`src/rtl/core/ugtm_pkg.sv`:
```
// Shared types and constants for the UTF-8 glyph tile mapper.
// No dependencies; every block file refers to it by scoped names.
`timescale 1ns / 1ps

package ugtm_pkg;

  localparam int CFG_INDEX_W = 2;
  localparam int CFG_DATA_W  = 9;
  localparam int SIZE_W      = 9;
  localparam int BYTE_W      = 8;
  localparam int CP_W        = 16;
  localparam int ENTRY_W     = CP_W + BYTE_W;

  // Configuration register indexes
  typedef enum logic [CFG_INDEX_W-1:0] {
    CFG_TABLE_SIZE = 2'd0,
    CFG_MAX_LEN    = 2'd1,
    CFG_FALLBACK   = 2'd2,
    CFG_TERMINATOR = 2'd3
  } cfg_reg_e;

  // Input word command codes
  localparam logic CMD_LOAD = 1'b0;
  localparam logic CMD_TEXT = 1'b1;

  // Reset values of the configuration registers
  localparam logic [SIZE_W-1:0] TABLE_SIZE_RST = 9'd0;
  localparam logic [BYTE_W-1:0] MAX_LEN_RST    = 8'd255;
  localparam logic [BYTE_W-1:0] FALLBACK_RST   = 8'd186;
  localparam logic [BYTE_W-1:0] TERMINATOR_RST = 8'd255;

  // UTF-8 byte classes
  localparam logic [BYTE_W-1:0] ASCII_LIMIT = 8'h80;
  localparam logic [BYTE_W-1:0] LEAD2_MASK  = 8'hE0;
  localparam logic [BYTE_W-1:0] LEAD2_CODE  = 8'hC0;
  localparam logic [BYTE_W-1:0] LEAD3_MASK  = 8'hF0;
  localparam logic [BYTE_W-1:0] LEAD3_CODE  = 8'hE0;
  localparam logic [BYTE_W-1:0] LEAD2_BITS  = 8'h1F;
  localparam logic [BYTE_W-1:0] LEAD3_BITS  = 8'h0F;
  localparam logic [BYTE_W-1:0] CONT_BITS   = 8'h3F;

  // Controller to datapath
  typedef struct packed {
    logic wr_entry;      // store one table entry
    logic take_byte;     // decode one text byte
    logic start_search;  // set up bounds, issue first probe
    logic step_search;   // compare probe, narrow bounds
    logic emit_search;   // push the search result out
  } cmd_t;

  // Datapath to controller
  typedef struct packed {
    logic out_free;            // output register can load this cycle
    logic byte_starts_search;  // current byte completes a code point
    logic probe_hit;           // probed key equals the code point
    logic probe_go;            // bounds still span at least one entry
  } status_t;

endpackage

```
`src/rtl/core/ugtm_ctrl.sv`:
```
// Sequencer of the glyph tile mapper: handshake and search control.
// Depends on ugtm_pkg for the command and status structs.
`timescale 1ns / 1ps

module ugtm_ctrl (
  input  logic              clk_i,
  input  logic              rst_ni,
  input  logic              in_valid_i,
  input  logic              command_i,
  output logic              in_stall_o,
  input  ugtm_pkg::status_t status_i,
  output ugtm_pkg::cmd_t    cmd_o
);

  typedef enum logic [3:0] {
    ST_IDLE  = 4'b0001,
    ST_START = 4'b0010,
    ST_PROBE = 4'b0100,
    ST_EMIT  = 4'b1000
  } state_e;

  state_e state_q, state_d;
  logic   accept;

  assign in_stall_o = !((state_q == ST_IDLE) && status_i.out_free);
  assign accept     = in_valid_i && !in_stall_o;

  always_comb begin
    state_d = state_q;
    cmd_o   = '0;
    unique case (state_q)
      ST_IDLE: begin
        if (accept) begin
          if (command_i == ugtm_pkg::CMD_LOAD) begin
            cmd_o.wr_entry = 1'b1;
          end else begin
            cmd_o.take_byte = 1'b1;
            if (status_i.byte_starts_search) begin
              state_d = ST_START;
            end
          end
        end
      end
      ST_START: begin
        cmd_o.start_search = 1'b1;
        state_d = status_i.probe_go ? ST_PROBE : ST_EMIT;
      end
      ST_PROBE: begin
        cmd_o.step_search = 1'b1;
        if (status_i.probe_hit || !status_i.probe_go) begin
          state_d = ST_EMIT;
        end
      end
      ST_EMIT: begin
        if (status_i.out_free) begin
          cmd_o.emit_search = 1'b1;
          state_d = ST_IDLE;
        end
      end
      default: begin
        state_d = ST_IDLE;
      end
    endcase
  end

  always_ff @(posedge clk_i or negedge rst_ni) begin
    if (!rst_ni) begin
      state_q <= ST_IDLE;
    end else begin
      state_q <= state_d;
    end
  end

endmodule

```
`config.mk`:
```
export PLATFORM = sky130hd
export DESIGN_NAME = ugtm_ctrl
export DESIGN_NICKNAME = d
export VERILOG_FILES = /design/src/rtl/core/ugtm_pkg.sv /design/src/rtl/core/ugtm_ctrl.sv
export SDC_FILE = /design/constraint.sdc
export NUM_CORES = 1
export LEC_CHECK = 0
export ABC_AREA = 1
export BUFFER_PORTS_ARGS = -buffer_cell sky130_fd_sc_hd__buf_2
export CELL_PAD_IN_SITES_DETAIL_PLACEMENT = 1
export CELL_PAD_IN_SITES_GLOBAL_PLACEMENT = 1
export CORE_AREA = 2 2 39 41
export DETAILED_ROUTE_END_ITERATION = 8
export DIE_AREA = 0 0 41 43
export PLACE_DENSITY = 0.7
export SLEW_MARGIN = 10
export SYNTH_ARGS = -nofsm -noshare
export SYNTH_HDL_FRONTEND = slang
export SYNTH_SLANG_ARGS = --single-unit
```
`constraint.sdc`:
```
create_clock -name clk_i -period 1.3 [get_ports clk_i]
set_input_delay 0.26 -clock clk_i [delete_from_list [all_inputs] [get_ports clk_i]]
set_output_delay 0.26 -clock clk_i [all_outputs]
set_load 0.01 [all_outputs]
```
==> results of run 1 <==
path summary, 6_finish.rpt:
kind                               to  slack [ns]  cells after the start
setup / recovery           in_stall_o       -0.29                      6
hold / removal             state_q[2]        0.28                      3
setup reg to reg           state_q[0]       -0.11                     10
hold reg to reg            state_q[3]        0.69                      3
max in group asynchronous  state_q[0]        0.74                      2
min in group asynchronous  state_q[3]        0.35                      2
layout by cell type, fill, tap and decap left out:
cell,instances
o31ai_2,1
clkbuf_4,3
nor2_1,3
dfstp_2,1
buf_6,8
nand2_1,9
and2_4,1
nand3_2,1
clkbuf_1,1
o21ai_1,1
buf_2,9
nand3_4,3
inv_2,4
nand3_1,3
dfrtp_1,2
o21ai_0,1
nand2_2,1
dfrtp_2,1
inv_1,6
dlygate4sd3_1,1
nor2_4,8
buf_4,9
power by group through the flow:
stage / Combinational (mW) / Clock, mW / Sequential, mW
final: 0.880 / 0.167 / 0.235
after detailed placement: 0.561 / 0 / 0.207
after floorplan: 0.342 / 0 / 0.210
after global placement: 0.546 / 0 / 0.204
after CTS: 0.698 / 0.173 / 0.213
after global routing: 0.968 / 0.194 / 0.239
cell type report:
| type | count | share of cell area |
|---|---|---|
| multi-input combinational | 32 | 0.385 |
| sequential | 4 | 0.158 |
| clock buffer | 4 | 0.0405 |
| timing repair buffer | 27 | 0.328 |
| tap | 16 | 0.0308 |
| inverter | 10 | 0.0578 |
critical path, cell delays in order, from the launching register on:
cell,delay [ns]
dfstp_2,0.54
inv_2,0.05
nor2_4,0.07
and2_4,0.16
buf_4,0.11
nand2_1,0.04
buf_2,0.13
kinds of logic after synthesis:
group | after synthesis | synth area share
AOI/OAI and AO/OA | 3 | 0.0747
and+or+nand+nor | 29 | 0.465
DFF | 4 | 0.336
buffers and inverters | 10 | 0.124
Yosys cell counts:
master and n:
o31ai_2 1, o21ai_0 1, nand2_2 1, and2_4 1
nand2_1 9, nand3_1 6, dfstp_2 1, inv_1 10
nand3_2 1, o21ai_1 1, nor2_2 4, dfrtp_1 3
nor2_1 7
metal layers:
metal	wire length, um	vias up
met1	399	179
met5	0	-
li1	-	202
met2	604	8
met4	17	0
met3	33	2
what timing repair did:
action,4_1_cts,5_1_grt
pin swaps,3,10
setup endpoints to repair,6,9
gates cloned,0,0
gates resized for setup,8,18
endpoints found under the hold margin,3,0
hold buffers,1,0
setup buffers,4,6
metrics by stage:
step	area, sq um	setup WS (ns)	util
6_report	649	-0.288	0.469
3_3_place_gp	452	-0.0668	0.326
3_5_place_dp	452	-0.0971	0.326
2_1_floorplan	329	-0.00932	-
5_1_grt	649	-0.376	0.469
4_1_cts	553	-0.305	0.400
==> flow_metrics.py, run 1 <==
metrics = {
    "global_routing": {
        "gr-usage-met1": 0.143,
        "grt_util_met2": 0.228,
        "overflow": 0,
        "grt_max_degree": 5,
        "grtUsageTotal": 0.142,
        "antenna_found_initial": 0,
        "grt_pass1_vias": 386,
        "grt_pass1_wl_um": 1550,
        "global_route.peak_usage_layer": "met2",
        "globalRouteMet3Util": 0.0471,
    },
    "floorplan": {
        "die_area_sq_mm": 0.00176,
        "start_util": 0.218,
        "fp-row-count": 14,
        "core_sq_mm": 0.00138,
        "die_y_um": 43,
        "die_x_um": 41,
        "io_pins": 14,
    },
    "setup_path": {
        "worstPathArrival_ns": 1.33,
        "startpoint": "state_q[0]",
        "end_kind": "output pin",
        "worstSetupPathType": "flip-flop to output pin",
        "r2r_start": "state_q[0]",
        "cp-start-kind": "flip-flop",
        "path_max_fanout": 2,
        "worstPathRequired_ns": 1.04,
    },
    "power": {
        "power_per_cell_area_mw_per_mm2": 1970,
        "seqPwrFrac": 0.183,
        "clockPowerShare": 0.130,
        "p_sw_frac": 0.409,
        "leakagePower_nw": 0.332,
        "irDropWorstVdd_mv": 0.641,
        "switchingPower_uw": 524,
        "power_mw": 1.28,
        "p_int_uw": 758,
        "p_comb_frac": 0.687,
    },
    "final_layout": {
        "regArea_sq_um": 103,
        "drive_gt1_frac": 0.649,
        "layout.cells.non_filler": 93,
        "multiInputGateArea_sq_um": 250,
        "reg_top3": "state_q x4",
        "nFillCells": 181,
        "nets": 86,
        "largest_register": "state_q",
        "largest_reg_flops": 4,
        "diodes": 0,
        "area_growth_pct": 115,
    },
    "sta": {
        "setup_tns_ns": -1.71,
        "rsz0062_at_grt": "true",
        "hold_viol_final": 0,
        "drv_slew": 0,
        "maxSlewHeadroom": 0.779,
        "hold_ws_ns": 0.276,
        "setup_viol": 9,
        "worst_pin_slew_ns": 0.329,
        "fin_crit_sh": 1.22,
        "setup_ws_ns": -0.288,
        "skew_ns": 0.00447,
        "fmax_mhz": 630,
        "min_period_ns": 1.59,
    },
    "routing": {
        "ant_nets": 0,
        "drtIter0Drc": 1,
        "first_pass_iters": 3,
        "vias": 391,
        "wl_per_cell_um": 11.3,
        "wirelength_um": 1050,
        "drt_drc_violations_left": 0,
        "drt-vias-per-instance": 4.20,
    },
    "placement": {
        "finalWeightedCongestion": 0.750,
        "place_inst": 80,
        "post-dp-hpwl_um": 719,
        "port_buffers": 13,
    },
    "run": {
        "max_cap_violations": 0,
    },
    "cts": {
        "clock_latency_ns": 0.23,
        "cts.sink_count": 4,
        "cts.reportedPaths.clkPinSlew_ns": 0.04,
        "cts.path.max_buffers": 2,
        "cts_tree": "built",
        "htreeDepth": 1,
        "root_buffer": "clkbuf_4",
        "cts_buffers": 3,
    },
    "min_path": {
        "min_from": "status_i[0]",
        "min_path_type": "input pin to flip-flop",
    },
    "logic_synthesis": {
        "synth-seq-cells": 4,
        "syn-num-nets": 54,
        "netlist_area_sq_um": 302,
        "synth_warnings": 0,
        "synth_top_cell_area_share": 0.249,
        "syn_area_per_cell_sq_um": 6.56,
        "yosysSeqAreaShare": 0.336,
        "ys_top_cells_by_area": "dfrtp_1, inv_1, nand2_1",
        "syn-instance-count": 46,
        "yosys.area.top_type": "dfrtp_1",
        "synthDistinctLibCells": 13,
    },
    "run_status": {
        "status": "finished, violations left",
        "violations": "negative setup slack",
    },
}
No activity file was read; power rests on OpenSTA's default activity.
==> inputs of run 2 (changes only) <==
--- a/config.mk
+++ b/config.mk
@@ -12,6 +12,7 @@
 export CORE_AREA = 2 2 39 41
 export DETAILED_ROUTE_END_ITERATION = 8
 export DIE_AREA = 0 0 41 43
+export GPL_TIMING_DRIVEN = 0
 export PLACE_DENSITY = 0.7
 export SLEW_MARGIN = 10
 export SYNTH_ARGS = -nofsm -noshare
==> run 2 against run 1 <==
  * The run still ends with negative setup slack left
  * Sequential power shrank 6%
  * Utilization decreased by 6.8 points
  * Worst setup slack lost 0.012 ns
  * Design area is 14% lower
  * Critical path depth unchanged
  * Flip-flop and latch count unchanged
  * Fmax shrank 0.78%
  * Sequential share of layout area is 2.4 points higher
  * Die area did not move
  * Clock skew grew 0.011 ns
  * Combinational power fell by 15%
  * Non-clock buffer count down 6
==> flow_metrics.py, run 2 (synthesis results as in run 1) <==
metrics = {
    "run_status": {
        "status": "finished, violations left",
        "violations": "negative setup slack",
    },
    "placement": {
        "post-dp-hpwl_um": 642,
        "finalWeightedCongestion": 0.705,
        "port_buffers": 13,
        "dpl_worst_slack_ns": -0.177,
        "placed_cell_area_sq_um": 414,
    },
    "sta": {
        "hold_viol_final": 0,
        "skew_ns": 0.0156,
        "worst_pin_slew_ns": 0.242,
        "fin_crit_sh": 1.23,
        "setup_viol": 9,
        "setup_ws_ns": -0.301,
        "rsz0062_at_grt": "true",
        "maxSlewHeadroom": 0.838,
        "min_period_ns": 1.60,
        "fmax_mhz": 625,
        "drv_slew": 0,
    },
    "final_layout": {
        "layout_commonest_cell": "buf_2",
        "area_growth_pct": 84.2,
        "largest_reg_flops": 4,
        "mostFrequentLayoutCells": "buf_2, inv_1, nand2_1",
        "diodes": 0,
        "drive_gt1_frac": 0.563,
        "finalInstanceArea_sq_um": 556,
        "largest_register": "state_q",
        "nets": 80,
        "reg_top3": "state_q x4",
    },
    "global_routing": {
        "grt_pass1_wl_um": 1460,
        "grt_max_degree": 5,
        "overflow": 0,
        "antenna_found_initial": 0,
        "grt_pass1_vias": 365,
        "grtUsageTotal": 0.124,
    },
    "floorplan": {
        "die_y_um": 43,
        "start_util": 0.218,
        "die_x_um": 41,
        "die_area_sq_mm": 0.00176,
        "core_sq_mm": 0.00138,
        "fp-row-count": 14,
        "io_pins": 14,
    },
    "cts": {
        "clock_latency_ns": 0.25,
        "cts_tree": "built",
        "root_buffer": "clkbuf_4",
        "htreeDepth": 1,
        "cts.sink_count": 4,
        "cts.reportedPaths.clkPinSlew_ns": 0.05,
        "cts.path.max_buffers": 2,
        "cts_buffers": 3,
    },
    "power": {
        "power_per_cell_area_mw_per_mm2": 2080,
        "leakagePower_nw": 0.303,
        "irDropWorstVdd_mv": 0.671,
        "power_mw": 1.16,
    },
    "setup_path": {
        "end_kind": "output pin",
        "critPathSlowestCell": "dfstp_2",
        "path_max_fanout": 2,
        "cp-start-kind": "flip-flop",
        "cp_slowest_stage_delay_ns": 0.53,
        "crit_top_cell": "nor2_4",
        "path_cells": "inv_2, nor2_4, and2_4, nand3_4, nor2_4, buf_6",
        "worstPathArrival_ns": 1.34,
        "worstSetupPathType": "flip-flop to output pin",
        "worstPathRequired_ns": 1.04,
    },
    "min_path": {
        "min_path_type": "input pin to flip-flop",
    },
    "routing": {
        "vias": 379,
        "wirelength_um": 946,
        "first_pass_iters": 2,
        "ant_nets": 0,
        "drt_drc_violations_left": 0,
        "drt-vias-per-instance": 4.36,
        "drtIter0Drc": 3,
        "wl_per_cell_um": 10.9,
    },
    "run": {
        "max_cap_violations": 0,
    },
}
[run 2: cell types whose count changed in the layout (fill, tap and decap cells not counted), moves of 2 or more]
cell and change:
buf_2 +2, buf_4 -5, buf_6 -3, inv_1 +3
inv_2 -3, nand2_1 -2, nand2_2 +2, nand3_1 +2
nand3_4 -2, nor2_2 +4, nor2_4 -4
[run 2: layer usage]
metal	GRT usage	vias to the layer above	routed length (um)
met3	0.0471	2	36
met5	0	-	0
met2	0.206	7	546
li1	-	189	-
met1	0.126	181	348
met4	0.0600	0	14
[run 2: final timing paths]
path / start / to / depth (start not counted) / slack, ns
min in group asynchronous: rst_ni / state_q[2] / 2 / 0.33
worst max register to register: state_q[0] / state_q[0] / 10 / -0.13
worst min-delay path: status_i[0] / state_q[2] / 3 / 0.28
max in group asynchronous: rst_ni / state_q[0] / 2 / 0.75
worst max-delay path: state_q[0] / cmd_o[3] / 6 / -0.30
worst min register to register: state_q[2] / state_q[3] / 3 / 0.66
[run 2: worst max-delay path, delay by kind of cell (launching register included)]
| family | cells | cell delay (ns) |
|---|---|---|
| flops | 1 | 0.53 |
| simple gates | 4 | 0.42 |
| buf+inv | 2 | 0.15 |
[run 2: repair_timing]
item	CTS	global route
hold endpoints to repair	4	0
pin swaps	3	4
hold buffers	1	0
setup buffers	4	3
endpoints found under the setup margin	6	9
resized for setup	6	7
[run 2: area by class of cell]
type	count	area (sq um)
fillers	178	828
multi-input cells	32	219
repair buffers	21	151
flip-flops and latches	4	101
inverters	10	37.5
clock buffers	4	26.3
well taps	16	20.0
[run 2: through the flow]
step	hold WS, ns	cells	setup TNS (ns)	util
after floorplan	-0.0356	46	-0.00932	-
after global placement	0.0646	75	-0.290	0.299
after detailed placement	0.0666	75	-0.353	0.299
after CTS	0.281	84	-1.47	0.367
after global routing	0.320	87	-2.35	0.401
final	0.283	87	-1.73	0.401
[run 2: power by group]
part           switching, mW  internal, mW  leakage (nW)
clock                 0.0672         0.116        0.0150
sequential            0.0419         0.180        0.0512
combinational          0.377         0.374         0.237
==> inputs of run 3 (changes only) <==
--- a/config.mk
+++ b/config.mk
@@ -5,7 +5,6 @@
 export SDC_FILE = /design/constraint.sdc
 export NUM_CORES = 1
 export LEC_CHECK = 0
-export ABC_AREA = 1
 export BUFFER_PORTS_ARGS = -buffer_cell sky130_fd_sc_hd__buf_2
 export CELL_PAD_IN_SITES_DETAIL_PLACEMENT = 1
 export CELL_PAD_IN_SITES_GLOBAL_PLACEMENT = 1
@@ -13,7 +12,7 @@
 export DETAILED_ROUTE_END_ITERATION = 8
 export DIE_AREA = 0 0 41 43
 export GPL_TIMING_DRIVEN = 0
-export PLACE_DENSITY = 0.7
+export PLACE_DENSITY = 0.63
 export SLEW_MARGIN = 10
 export SYNTH_ARGS = -nofsm -noshare
 export SYNTH_HDL_FRONTEND = slang
==> run 3 against run 2 <==
  * The run still ends with negative setup slack left
  * Clock power decreased by 5%
  * Count of clock-buffer cells in the layout unchanged
  * Synthesized cell count decreased by 33%
  * Clock skew decreased by 0.0044 ns
  * Area after synthesis decreased by 10%
  * Flip-flop and latch count unchanged
  * Global-route usage increased by 1.4 points
  * Utilization increased by 2.5 points
  * Worst setup slack improved by 0.019 ns
  * Fmax increased by 1.2%
  * Cell count decreased by 14%
==> flow_metrics.py, run 3 <==
metrics = {
    "sta": {
        "rsz0062_at_grt": "true",
        "drv_slew": 0,
        "setup_tns_ns": -1.33,
        "skew_ns": 0.0112,
        "maxSlewHeadroom": 0.798,
        "min_period_ns": 1.58,
        "setup_viol": 7,
        "hold_viol_final": 0,
        "fmax_mhz": 632,
        "fin_crit_sh": 1.22,
        "worst_pin_slew_ns": 0.298,
        "hold_ws_ns": 0.241,
        "setup_ws_ns": -0.282,
    },
    "global_routing": {
        "grtUsageTotal": 0.138,
        "grt_pass1_wl_um": 1640,
        "grt_util_met2": 0.213,
        "gr-usage-met1": 0.174,
        "grt_max_degree": 7,
        "global_route.peak_usage_layer": "met2",
        "globalRouteMet3Util": 0,
        "antenna_found_initial": 0,
        "grt_pass1_vias": 381,
        "overflow": 0,
    },
    "cts": {
        "cts_tree": "built",
        "cts.path.max_buffers": 2,
        "root_buffer": "clkbuf_4",
        "cts.sink_count": 4,
        "cts_buffers": 3,
        "clock_latency_ns": 0.24,
        "htreeDepth": 1,
        "cts.reportedPaths.clkPinSlew_ns": 0.03,
    },
    "final_layout": {
        "drive_gt1_frac": 0.797,
        "nets": 68,
        "fin_util": 0.427,
        "area_growth_pct": 118,
        "layout_commonest_cell": "buf_2",
        "reg_top3": "state_q x4",
        "layout.cells.non_filler": 75,
        "largest_register": "state_q",
        "largest_reg_flops": 4,
        "finalInstanceArea_sq_um": 591,
        "nFillCells": 165,
        "mostFrequentLayoutCells": "buf_2, buf_4, buf_6",
        "diodes": 0,
    },
    "routing": {
        "drtIter0Drc": 7,
        "drt_drc_violations_left": 0,
        "ant_nets": 0,
        "vias": 372,
        "wirelength_um": 1050,
        "first_pass_iters": 4,
        "wl_per_cell_um": 14.0,
        "drt-vias-per-instance": 4.96,
    },
    "run_status": {
        "violations": "negative setup slack",
        "status": "finished, violations left",
    },
    "logic_synthesis": {
        "synth_edf_count": 0,
        "synthDistinctLibCells": 22,
        "synth_ff_type": "dfrtp_1",
        "syn_area_per_cell_sq_um": 8.76,
        "synth_top_cell_area_share": 0.276,
        "yosys.area.top_type": "dfrtp_1",
        "yosysSeqAreaShare": 0.373,
        "ys_top_cells_by_area": "dfrtp_1, dfstp_2, nor2_1",
        "netlist_area_sq_um": 272,
        "synthArstFlopShare": 1.00,
        "synth-seq-cells": 4,
        "synth_most_common_cell": "nor2_1",
        "ys_top_cells_by_count": "nor2_1, dfrtp_1",
        "synth_warnings": 0,
        "syn-num-nets": 39,
        "syn-instance-count": 31,
    },
    "setup_path": {
        "worstPathRequired_ns": 1.04,
        "worstSetupPathType": "flip-flop to output pin",
        "path_max_fanout": 3,
        "worstPathArrival_ns": 1.32,
        "cp-start-kind": "flip-flop",
        "end_kind": "output pin",
    },
    "floorplan": {
        "start_util": 0.196,
        "die_area_sq_mm": 0.00176,
        "core_sq_mm": 0.00138,
        "die_y_um": 43,
        "fp-row-count": 14,
        "die_x_um": 41,
        "io_pins": 14,
    },
    "placement": {
        "port_buffers": 13,
        "finalWeightedCongestion": 0.629,
        "place_inst": 60,
        "dpl_worst_slack_ns": -0.154,
        "post-dp-hpwl_um": 574,
        "placed_cell_area_sq_um": 368,
    },
    "power": {
        "power_uw": 386,
        "power_per_cell_area_mw_per_mm2": 653,
        "leakagePower_nw": 0.252,
        "irDropWorstVdd_mv": 0.170,
    },
    "min_path": {
        "min_path_type": "input pin to flip-flop",
    },
    "run": {
        "max_cap_violations": 0,
    },
}
run 3: cell count changes after synthesis, moves of 2 or more:
cell	previous run	this run
inv_1	10	1
nand2_1	9	0
nand3_1	6	1
nor2_2	4	0
nor2_1	7	4
and3_1	0	2
inv_2	0	2
nor4_1	0	2
o21a_1	0	2
run 3: area by class of cell:
| cell class | count | area, sq um | area share |
|---|---|---|---|
| Multi-Input combinational cell | 23 | 238 | 0.403 |
| Timing Repair Buffer | 25 | 188 | 0.318 |
| Sequential cell | 4 | 105 | 0.178 |
| Clock buffer | 4 | 26.3 | 0.0445 |
| Tap cell | 16 | 20.0 | 0.0339 |
| Inverter | 3 | 13.8 | 0.0233 |
run 3: repair_timing:
action                                 CTS  global route
setup endpoints to repair                7             8
buffers inserted                         9             3
hold buffers                             1             0
pin swaps                                4             4
endpoints found under the hold margin    3             0
gates resized for setup                 13            15
run 3: metal layers:
layer	vias to the layer above	share of wire
met1	189	0.44
li1	174	-
met3	2	0.017
met4	0	0.0086
met5	-	0
met2	7	0.53
run 3: cells by family after synthesis:
logic type	share of synthesized area
and+or+nand+nor	0.341
AOI/OAI and AO/OA	0.203
buffers and inverters	0.0829
DFF	0.373
run 3: worst paths after layout:
path	start	endpoint	slack [ns]	depth (start not counted)
setup / recovery	state_q[1]	cmd_o[4]	-0.28	5
hold / removal	status_i[2]	state_q[0]	0.24	2
setup reg to reg	state_q[2]	state_q[0]	-0.04	4
hold reg to reg	state_q[3]	state_q[3]	0.66	2
max in group asynchronous	rst_ni	state_q[0]	0.73	2
min in group asynchronous	rst_ni	state_q[2]	0.35	2
run 3: power breakdown:
part           switching [mW]  leakage, nW  internal [mW]
Sequential            0.00173       0.0473          0.128
Clock                  0.0586       0.0150          0.116
Combinational          0.0376        0.190         0.0442
Total                  0.0980        0.252          0.288
run 3: critical path, stage by stage (launching register included):
cell	delay, ns
dfrtp_2	0.40
nor2b_2	0.13
and3_4	0.22
inv_4	0.04
nor3b_4	0.14
buf_2	0.15
